===== src/rtl/fqks_pkg.sv =====
`timescale 1ns / 1ps
package fqks_pkg;
    localparam int DEPTH    = 128;
    localparam int KEY_BITS = 64;
    localparam int AW       = $clog2(DEPTH);
    localparam int CW       = AW + 1;
    localparam int REC_W    = KEY_BITS + 16 + 8 + 14;

    typedef enum logic [1:0] {
        FN_ENQ  = 2'd0,
        FN_DEQ  = 2'd1,
        FN_LIN  = 2'd2,
        FN_SORT = 2'd3
    } t_func;

    typedef enum logic [1:0] {
        ST_OK      = 2'd0,
        ST_FULL    = 2'd1,
        ST_EMPTY   = 2'd2,
        ST_MISSING = 2'd3
    } t_status;

    typedef enum logic [3:0] {
        S_IDLE, S_DEQ_RD, S_LIN_RD, S_LIN_CHK, S_SRT_RDI, S_SRT_RDJ, S_SRT_CMP,
        S_SRT_WRJ, S_BIN_RD, S_BIN_CHK, S_OUT
    } t_state;

    typedef struct packed {
        logic [KEY_BITS-1:0] key;
        logic [15:0]         prog;
        logic [7:0]          pass;
        logic [13:0]         avg;
    } t_rec;

    typedef struct packed {
        logic        we;
        logic [AW-1:0] waddr;
        t_rec        wdata;
        logic [AW-1:0] raddr;
    } t_mem_req;
endpackage


===== src/rtl/fqks_if.sv =====
`timescale 1ns / 1ps
interface fqks_in_if import fqks_pkg::*; ();
    logic        valid;
    logic        ready;
    logic [1:0]  func;
    logic [63:0] name_key;
    logic [15:0] program_code;
    logic [7:0]  passed_count;
    logic [13:0] grade_average;
    modport source (output valid, func, name_key, program_code, passed_count,
                    grade_average, input ready);
    modport sink (input valid, func, name_key, program_code, passed_count,
                  grade_average, output ready);
endinterface

interface fqks_out_if;
    logic        valid;
    logic        ready;
    logic [1:0]  status;
    logic [6:0]  position;
    logic [63:0] out_key;
    logic [15:0] out_program;
    logic [7:0]  out_passed;
    logic [13:0] out_average;
    modport source (output valid, status, position, out_key, out_program, out_passed,
                    out_average, input ready);
    modport sink (input valid, status, position, out_key, out_program, out_passed,
                  out_average, output ready);
endinterface


===== src/rtl/fqks_ctrl.sv =====
`timescale 1ns / 1ps
module fqks_ctrl
    import fqks_pkg::*;
(
    input  logic i_clk,
    input  logic i_rst_n,
    fqks_in_if.sink   in_ch,
    fqks_out_if.source out_ch,
    output t_mem_req  o_req,
    input  t_rec      i_rdata
);
    t_state r_state, n_state;
    logic [CW-1:0] r_head, r_tail, n_head, n_tail;
    logic [CW-1:0] r_i, r_j, n_i, n_j;
    logic signed [CW+1:0] r_lo, r_hi, n_lo, n_hi;
    logic [KEY_BITS-1:0] r_key, n_key;
    t_rec r_reci, n_reci, r_recj, n_recj;
    logic [1:0] r_st, n_st;
    logic [6:0] r_pos, n_pos;
    t_rec r_orec, n_orec;
    logic signed [CW+1:0] w_mid;
    logic [CW-1:0] w_midu;
    logic w_acc;

    assign w_acc = in_ch.valid && in_ch.ready;
    assign in_ch.ready = (r_state == S_IDLE);
    assign w_mid = (r_lo + r_hi) >>> 1;
    assign w_midu = w_mid[CW-1:0];

    // Registers.
    always_ff @(posedge i_clk) begin
        if (!i_rst_n) begin
            r_state <= S_IDLE;
            r_head <= '0;
            r_tail <= '0;
        end else begin
            r_state <= n_state;
            r_head <= n_head;
            r_tail <= n_tail;
        end
        r_i <= n_i; r_j <= n_j; r_lo <= n_lo; r_hi <= n_hi;
        r_key <= n_key; r_reci <= n_reci; r_recj <= n_recj;
        r_st <= n_st; r_pos <= n_pos; r_orec <= n_orec;
    end

    // Next-state logic.
    always_comb begin
        n_state = r_state;
        unique case (r_state)
            S_IDLE: if (w_acc) begin
                unique case (t_func'(in_ch.func))
                    FN_ENQ:  n_state = S_OUT;
                    FN_DEQ:  n_state = (r_head == r_tail) ? S_OUT : S_DEQ_RD;
                    FN_LIN:  n_state = (r_head == r_tail) ? S_OUT : S_LIN_RD;
                    default: n_state = (r_tail > r_head + 1'b1) ? S_SRT_RDI : S_BIN_RD;
                endcase
            end
            S_DEQ_RD:  n_state = S_OUT;
            S_LIN_RD:  n_state = S_LIN_CHK;
            S_LIN_CHK: if (i_rdata.key == r_key || r_i + 1'b1 >= r_tail) n_state = S_OUT;
                       else n_state = S_LIN_RD;
            S_SRT_RDI: n_state = S_SRT_RDJ;
            S_SRT_RDJ: n_state = S_SRT_CMP;
            S_SRT_CMP: n_state = (i_rdata.key < r_reci.key) ? S_SRT_WRJ : S_SRT_RDJ;
            S_SRT_WRJ: n_state = S_SRT_RDJ;
            S_BIN_RD:  n_state = (r_lo <= r_hi) ? S_BIN_CHK : S_OUT;
            S_BIN_CHK: n_state = (i_rdata.key == r_key) ? S_OUT : S_BIN_RD;
            S_OUT:     if (out_ch.ready) n_state = S_IDLE;
            default:   n_state = S_IDLE;
        endcase
        // End of a sort row or of the whole sort.
        if ((r_state == S_SRT_CMP && !(i_rdata.key < r_reci.key)) ||
            r_state == S_SRT_WRJ) begin
            if (r_j + 1'b1 >= r_tail) begin
                n_state = (r_i + 2'd2 >= r_tail) ? S_BIN_RD : S_SRT_RDI;
            end
        end
    end

    // Datapath and memory requests.
    always_comb begin
        n_head = r_head; n_tail = r_tail; n_i = r_i; n_j = r_j;
        n_lo = r_lo; n_hi = r_hi; n_key = r_key;
        n_reci = r_reci; n_recj = r_recj; n_st = r_st; n_pos = r_pos; n_orec = r_orec;
        o_req = '0;
        unique case (r_state)
            S_IDLE: if (w_acc) begin
                n_key = in_ch.name_key[KEY_BITS-1:0];
                n_st = ST_OK; n_pos = '0; n_orec = '0;
                n_i = r_head; n_j = r_head + 1'b1;
                n_lo = $signed({2'b00, r_head});
                n_hi = (CW+2)'($signed({2'b00, r_tail}) - 1);
                o_req.raddr = r_head[AW-1:0];
                unique case (t_func'(in_ch.func))
                    FN_ENQ: if (r_tail >= CW'(DEPTH)) n_st = ST_FULL;
                        else begin
                            o_req.we = 1'b1;
                            o_req.waddr = r_tail[AW-1:0];
                            o_req.wdata = '{in_ch.name_key[KEY_BITS-1:0], in_ch.program_code,
                                            in_ch.passed_count, in_ch.grade_average};
                            n_tail = r_tail + 1'b1;
                        end
                    FN_DEQ: if (r_head == r_tail) n_st = ST_EMPTY;
                    FN_LIN: if (r_head == r_tail) n_st = ST_MISSING;
                    default: n_st = ST_MISSING;
                endcase
            end
            S_DEQ_RD: begin
                n_orec = i_rdata;
                if (r_head + 1'b1 == r_tail) begin
                    n_head = '0; n_tail = '0;
                end else n_head = r_head + 1'b1;
            end
            S_LIN_RD: o_req.raddr = r_i[AW-1:0];
            S_LIN_CHK: begin
                if (i_rdata.key == r_key) n_pos = 7'(r_i - r_head);
                else if (r_i + 1'b1 >= r_tail) n_st = ST_MISSING;
                n_i = r_i + 1'b1;
            end
            S_SRT_RDI: begin
                o_req.raddr = r_i[AW-1:0];
                n_j = r_i + 1'b1;
            end
            S_SRT_RDJ: begin
                if (r_j == r_i + 1'b1) n_reci = i_rdata;
                o_req.raddr = r_j[AW-1:0];
            end
            S_SRT_CMP: if (i_rdata.key < r_reci.key) begin
                // Swap: slot i takes slot j, the held record goes to j next.
                o_req.we = 1'b1; o_req.waddr = r_i[AW-1:0]; o_req.wdata = i_rdata;
                n_recj = r_reci; n_reci = i_rdata;
            end else begin
                n_j = r_j + 1'b1;
                if (r_j + 1'b1 >= r_tail) n_i = r_i + 1'b1;
                o_req.raddr = n_j[AW-1:0];
            end
            S_SRT_WRJ: begin
                o_req.we = 1'b1; o_req.waddr = r_j[AW-1:0]; o_req.wdata = r_recj;
                n_j = r_j + 1'b1;
                if (r_j + 1'b1 >= r_tail) n_i = r_i + 1'b1;
            end
            S_BIN_RD: o_req.raddr = w_midu[AW-1:0];
            S_BIN_CHK: begin
                if (i_rdata.key == r_key) begin
                    n_st = ST_OK; n_pos = 7'(w_midu - r_head);
                end else if (i_rdata.key < r_key) n_lo = (CW+2)'(w_mid + 1);
                else n_hi = (CW+2)'(w_mid - 1);
            end
            default: ;
        endcase
        // Within a row, slot j is read again after the held record is loaded.
        if (r_state == S_SRT_RDJ && r_j != r_i + 1'b1) o_req.raddr = r_j[AW-1:0];
    end

    // Result channel, driven from the registered result.
    assign out_ch.valid = (r_state == S_OUT);
    assign out_ch.status = r_st;
    assign out_ch.position = r_pos;
    assign out_ch.out_key = 64'(r_orec.key);
    assign out_ch.out_program = r_orec.prog;
    assign out_ch.out_passed = r_orec.pass;
    assign out_ch.out_average = r_orec.avg;
endmodule


===== src/flat_wrapper.sv =====
// flat-port wrapper written by rule: the top's interface ports become plain ports
module fqks_ctrl_flat import fqks_pkg::*;
  (i_clk, i_rst_n, o_req, i_rdata, in_ch_valid, in_ch_func, in_ch_name_key, in_ch_program_code, in_ch_passed_count, in_ch_grade_average, in_ch_ready, out_ch_valid, out_ch_status, out_ch_position, out_ch_out_key, out_ch_out_program, out_ch_out_passed, out_ch_out_average, out_ch_ready);
  fqks_in_if in_ch_i ();
  fqks_out_if out_ch_i ();
  input  logic i_clk;
  input  logic i_rst_n;
  output t_mem_req o_req;
  input  t_rec i_rdata;
  input wire logic [$bits(in_ch_i.valid)-1:0] in_ch_valid;
  input wire logic [$bits(in_ch_i.func)-1:0] in_ch_func;
  input wire logic [$bits(in_ch_i.name_key)-1:0] in_ch_name_key;
  input wire logic [$bits(in_ch_i.program_code)-1:0] in_ch_program_code;
  input wire logic [$bits(in_ch_i.passed_count)-1:0] in_ch_passed_count;
  input wire logic [$bits(in_ch_i.grade_average)-1:0] in_ch_grade_average;
  output wire logic [$bits(in_ch_i.ready)-1:0] in_ch_ready;
  output wire logic [$bits(out_ch_i.valid)-1:0] out_ch_valid;
  output wire logic [$bits(out_ch_i.status)-1:0] out_ch_status;
  output wire logic [$bits(out_ch_i.position)-1:0] out_ch_position;
  output wire logic [$bits(out_ch_i.out_key)-1:0] out_ch_out_key;
  output wire logic [$bits(out_ch_i.out_program)-1:0] out_ch_out_program;
  output wire logic [$bits(out_ch_i.out_passed)-1:0] out_ch_out_passed;
  output wire logic [$bits(out_ch_i.out_average)-1:0] out_ch_out_average;
  input wire logic [$bits(out_ch_i.ready)-1:0] out_ch_ready;
  assign in_ch_i.valid = in_ch_valid;
  assign in_ch_i.func = in_ch_func;
  assign in_ch_i.name_key = in_ch_name_key;
  assign in_ch_i.program_code = in_ch_program_code;
  assign in_ch_i.passed_count = in_ch_passed_count;
  assign in_ch_i.grade_average = in_ch_grade_average;
  assign in_ch_ready = in_ch_i.ready;
  assign out_ch_valid = out_ch_i.valid;
  assign out_ch_status = out_ch_i.status;
  assign out_ch_position = out_ch_i.position;
  assign out_ch_out_key = out_ch_i.out_key;
  assign out_ch_out_program = out_ch_i.out_program;
  assign out_ch_out_passed = out_ch_i.out_passed;
  assign out_ch_out_average = out_ch_i.out_average;
  assign out_ch_i.ready = out_ch_ready;
  fqks_ctrl u_core (.i_clk(i_clk), .i_rst_n(i_rst_n), .in_ch(in_ch_i), .out_ch(out_ch_i), .o_req(o_req), .i_rdata(i_rdata));
endmodule

===== config.mk =====
export PLATFORM = sky130hd
export DESIGN_NAME = fqks_ctrl_flat
export DESIGN_NICKNAME = d
export VERILOG_FILES = /design/src/rtl/fqks_pkg.sv /design/src/rtl/fqks_if.sv /design/src/rtl/fqks_ctrl.sv /design/src/flat_wrapper.sv
export SDC_FILE = /design/constraint.sdc
export NUM_CORES = 1
export LEC_CHECK = 0
export ABC_AREA = 1
export ABC_CLOCK_PERIOD_IN_PS = 17100
export BUFFER_PORTS_ARGS = -buffer_cell sky130_fd_sc_hd__buf_2
export CORE_AREA = 10 10 257 283
export CTS_CLUSTER_SIZE = 25
export DETAILED_ROUTE_END_ITERATION = 6
export DIE_AREA = 0 0 267 293
export PLACE_DENSITY = 0.62
export REMOVE_ABC_BUFFERS = 1
export SYNTH_ARGS = -nofsm -noshare
export SYNTH_HDL_FRONTEND = slang
export SYNTH_SLANG_ARGS = --single-unit

===== constraint.sdc =====
create_clock -name i_clk -period 17.1 [get_ports i_clk]
set_input_delay 3.42 -clock i_clk [delete_from_list [all_inputs] [get_ports i_clk]]
set_output_delay 3.42 -clock i_clk [all_outputs]
set_load 0.02 [all_outputs]

==> run_results.csv <==
group,metric,value,unit
worst_setup_path,slowest_delay,530,ps
timing,hold_violations,0,
synth,synth-seq-area-share,0.555,
clock_network,root_buffer,"clkbuf_16",
synth,synth_largest_area_cell,"edfxtp_1",
drt,vias,18200,
timing,period_needed,10570,ps
drt,wl_met3,5.47,mm
floorplan,std_cell_rows,100,
power_and_ir_drop,ir_drop,0.108,mV
worst_setup_path,slowest_stage,"buf_4",
synth,netlist.area_leader.share,0.538,
power_and_ir_drop,p_leak,12.7,nW
timing,finalSetupViolCount,0,
timing,timing.final.crit_share,0.618,
drt,wl_per_cell,19.9,µm
cells_and_area,num-nets-final,3195,
floorplan,die-area,78200,µm²
floorplan,ioPinCount,440,
clock_network,cts_made_buffers,49,
place,portBuffers,439,
drt,viasPerCell,4.92,
worst_setup_path,worstPathRequired,13680,ps
synth,yosysWarnings,0,
synth,synthArstFlopShare,0,
worst_setup_path,worstPathArrival,7150,ps
synth,synthCells,2350,
timing,slew_headroom,0.304,
worst_setup_path,path_buf_inv,5,
floorplan,die_w,267,µm
synth,synth_common_cells,"504 x nand2_1, 415 x edfxtp_1, 369 x inv_1",
clock_network,clock_path_buffers,3,
clock_network,cts_tree,"yes",
drt,drc,0,
min_path,hold_path_end,"u_core.r_recj[30]",
clock_network,cts_max_level,2,
worst_setup_path,path_cells,"buf_2, ha_1, a21oi_1, o21ai_0, nand2_1, nand3_1, nand2_1, nand2_1, a21oi_1, nand2_2, nor2_4, buf_4, buf_4, buf_12, nand2_1, nand3_1, buf_2",
worst_setup_path,cpLargestDelayFamily,"buffers and inverters",
timing,tightest_slew,1040,ps
drt,drt-met1-wl,30.6,mm
drt,drt_first_pass_iters,5,
worst_setup_path,r2r_end,"u_core.r_reci[79]",
global_routing,antenna_found_initial,11,
global_routing,grt_pass1_vias,17900,
timing,drv_slew,0,
floorplan,die_h,293,µm
timing,fin_setup_tns,0,ps
clock_network,cts_setup_buffers,0,
run_status,status,"finished clean",
cells_and_area,syn_to_final_growth,20.8,%
worst_setup_path,r2r_cells,14,
global_routing,grt_usage,0.182,
timing,clock_skew,30.2,ps
drt,antenna_left,0,
drt,first_iter_violations,1112,
place,place_inst,3605,
clock_network,clk-insertion-delay-late,610,ps
cells_and_area,drive_above_1_share,0.204,
clock_network,path_clk_slew,70,ps
clock_network,cts_resized,0,
global_routing,grt-ovfl-total,0,
power_and_ir_drop,powerDensity,148,nW/µm²
min_path,hold_start,"u_core.r_reci[30]",
worst_setup_path,cp-end-kind,"output port",
floorplan,start_util,0.346,
clock_network,cts_sinks,435,
clock_network,hold_buffers,0,
timing,grt_setup_unrepaired,"no",
min_path,holdPathStages,0,
place,place_congestion,0.906,
synth,ys_ff_latch,435,
job,cap_violations,0,
drt,met2_length,35.4,mm
drt,top_layer,"met5",
timing,fmax,0.0946,GHz
worst_setup_path,start_kind,"input port",
floorplan,core-area,67100,µm²
global_routing,grt_max_degree,115,
worst_setup_path,critical_path_class,"input port to output port",
synth,netlist_top_cells_area,"edfxtp_1 54%, ha_1 10%, nand2_1 8.2%",
worst_setup_path,r2r_slack,13010,ps
worst_setup_path,crit_path_frequent_cell,"nand2_1",
place,hpwlAfterDp,55.1,mm
cells_and_area,fin_cells,3703,
synth,ys.flop_type,"edfxtp_1",
synth,synthDistinctLibCells,55,
cells_and_area,nFillCells,6568,
drt,routed_wl,73.7,mm
worst_setup_path,rr_startpoint,"u_core.r_reci[73]",
synth,synth_edf_count,415,
min_path,hold_class,"flip-flop to flip-flop",
synth,syn_area,23200,µm²
global_routing,grt_pass1_wl,109,mm
synth,synthMostInstantiatedCell,"nand2_1",
synth,avgSynthCellArea,9.87,µm²
worst_setup_path,worstPathMaxFanout,114,
[logic make-up (layout without fill, tap and decap cells)]
logic type	after synthesis	count (layout)	share of synthesized area
AOI/OAI and AO/OA	314	314	0.0819
xor gates and xnor gates	38	38	0.0147
adders and majority gates	196	196	0.106
buffers and inverters	441	920	0.0748
DFF	435	435	0.555
muxes	1	1	0.000432
other	0	7	0
and+or+nand+nor	925	925	0.167
[power by group]
| part | switching, mW | internal, mW |
|---|---|---|
| Clock | 0.456 | 0.653 |
| Sequential | 0.0899 | 1.45 |
| Combinational | 1.06 | 0.432 |
[layout by cell type (no fill, tap or decap), types with 7 or more instances in the layout]
cell	n
buf_4	13
a22oi_1	36
clkbuf_16	49
a21oi_1	112
edfxtp_1	415
xor2_1	32
a211oi_1	7
buf_2	439
o211ai_1	9
o21ai_0	84
nor3_1	22
clkbuf_1	7
nand2_1	504
nand4_1	27
clkinv_2	9
ha_1	194
clkinv_1	12
nand3_1	133
diode_2	7
inv_1	368
o21ai_2	22
bufinv_16	8
nor2_1	207
dfxtp_1	20
[routing by layer]
| layer | up-vias | GRT usage |
|---|---|---|
| met1 | 8599 | 0.225 |
| met4 | 8 | 0.0649 |
| met2 | 634 | 0.306 |
| li1 | 8851 | - |
| met5 | - | 0 |
| met3 | 127 | 0.0420 |
[worst max path at each step]
stage                 from               end  depth (start not counted)
2_1_floorplan  i_rdata[43]  u_core.r_reci[0]                         14
3_3_place_gp   i_rdata[89]        o_req[108]                         16
3_5_place_dp   i_rdata[73]        o_req[108]                         17
4_1_cts        i_rdata[73]        o_req[108]                         17
5_1_grt        i_rdata[77]        o_req[106]                         17
6_report       i_rdata[71]        o_req[107]                         17
[layout make-up]
cell class                      instances  area (µm²)  area share
Clock buffer                           56        1250      0.0447
Clock inverter                         35         433      0.0155
Tap cell                              867        1080      0.0387
Inverter                              376        1410      0.0505
Multi-Input combinational cell       1474        8630       0.308
Timing Repair Buffer                  453        2310      0.0826
Antenna cell                            7        17.5    0.000625
Sequential cell                       435       12900       0.459
[through the flow]
step	utilization	hold slack [ps]	area, µm²	total power, mW	setup slack [ps]
final	0.418	402	28000	4.15	6530
after CTS	0.417	395	28000	4.18	6430
after detailed placement	0.392	405	26300	3.06	6430
after global placement	0.392	401	26300	3.04	6490
after global routing	0.418	407	28000	4.40	6050
after floorplan	-	400	22900	2.51	1300
[state kept, by name (all words and copies together), names as in the netlist]
signal / cells
u_core.r_lo: 10
u_core.r_hi: 10
u_core.r_recj: 102
u_core.out_ch.out_average: 14
u_core.r_reci: 102
u_core.out_ch.status: 2
u_core.r_tail: 8
u_core.out_ch.out_key: 64
u_core.r_head: 8
u_core.r_j: 8
u_core.r_key: 64
u_core.r_i: 8
u_core.out_ch.position: 7
u_core.out_ch.out_passed: 8
u_core.r_state: 4
u_core.out_ch.out_program: 16
Power figures use the tool's default switching activity.
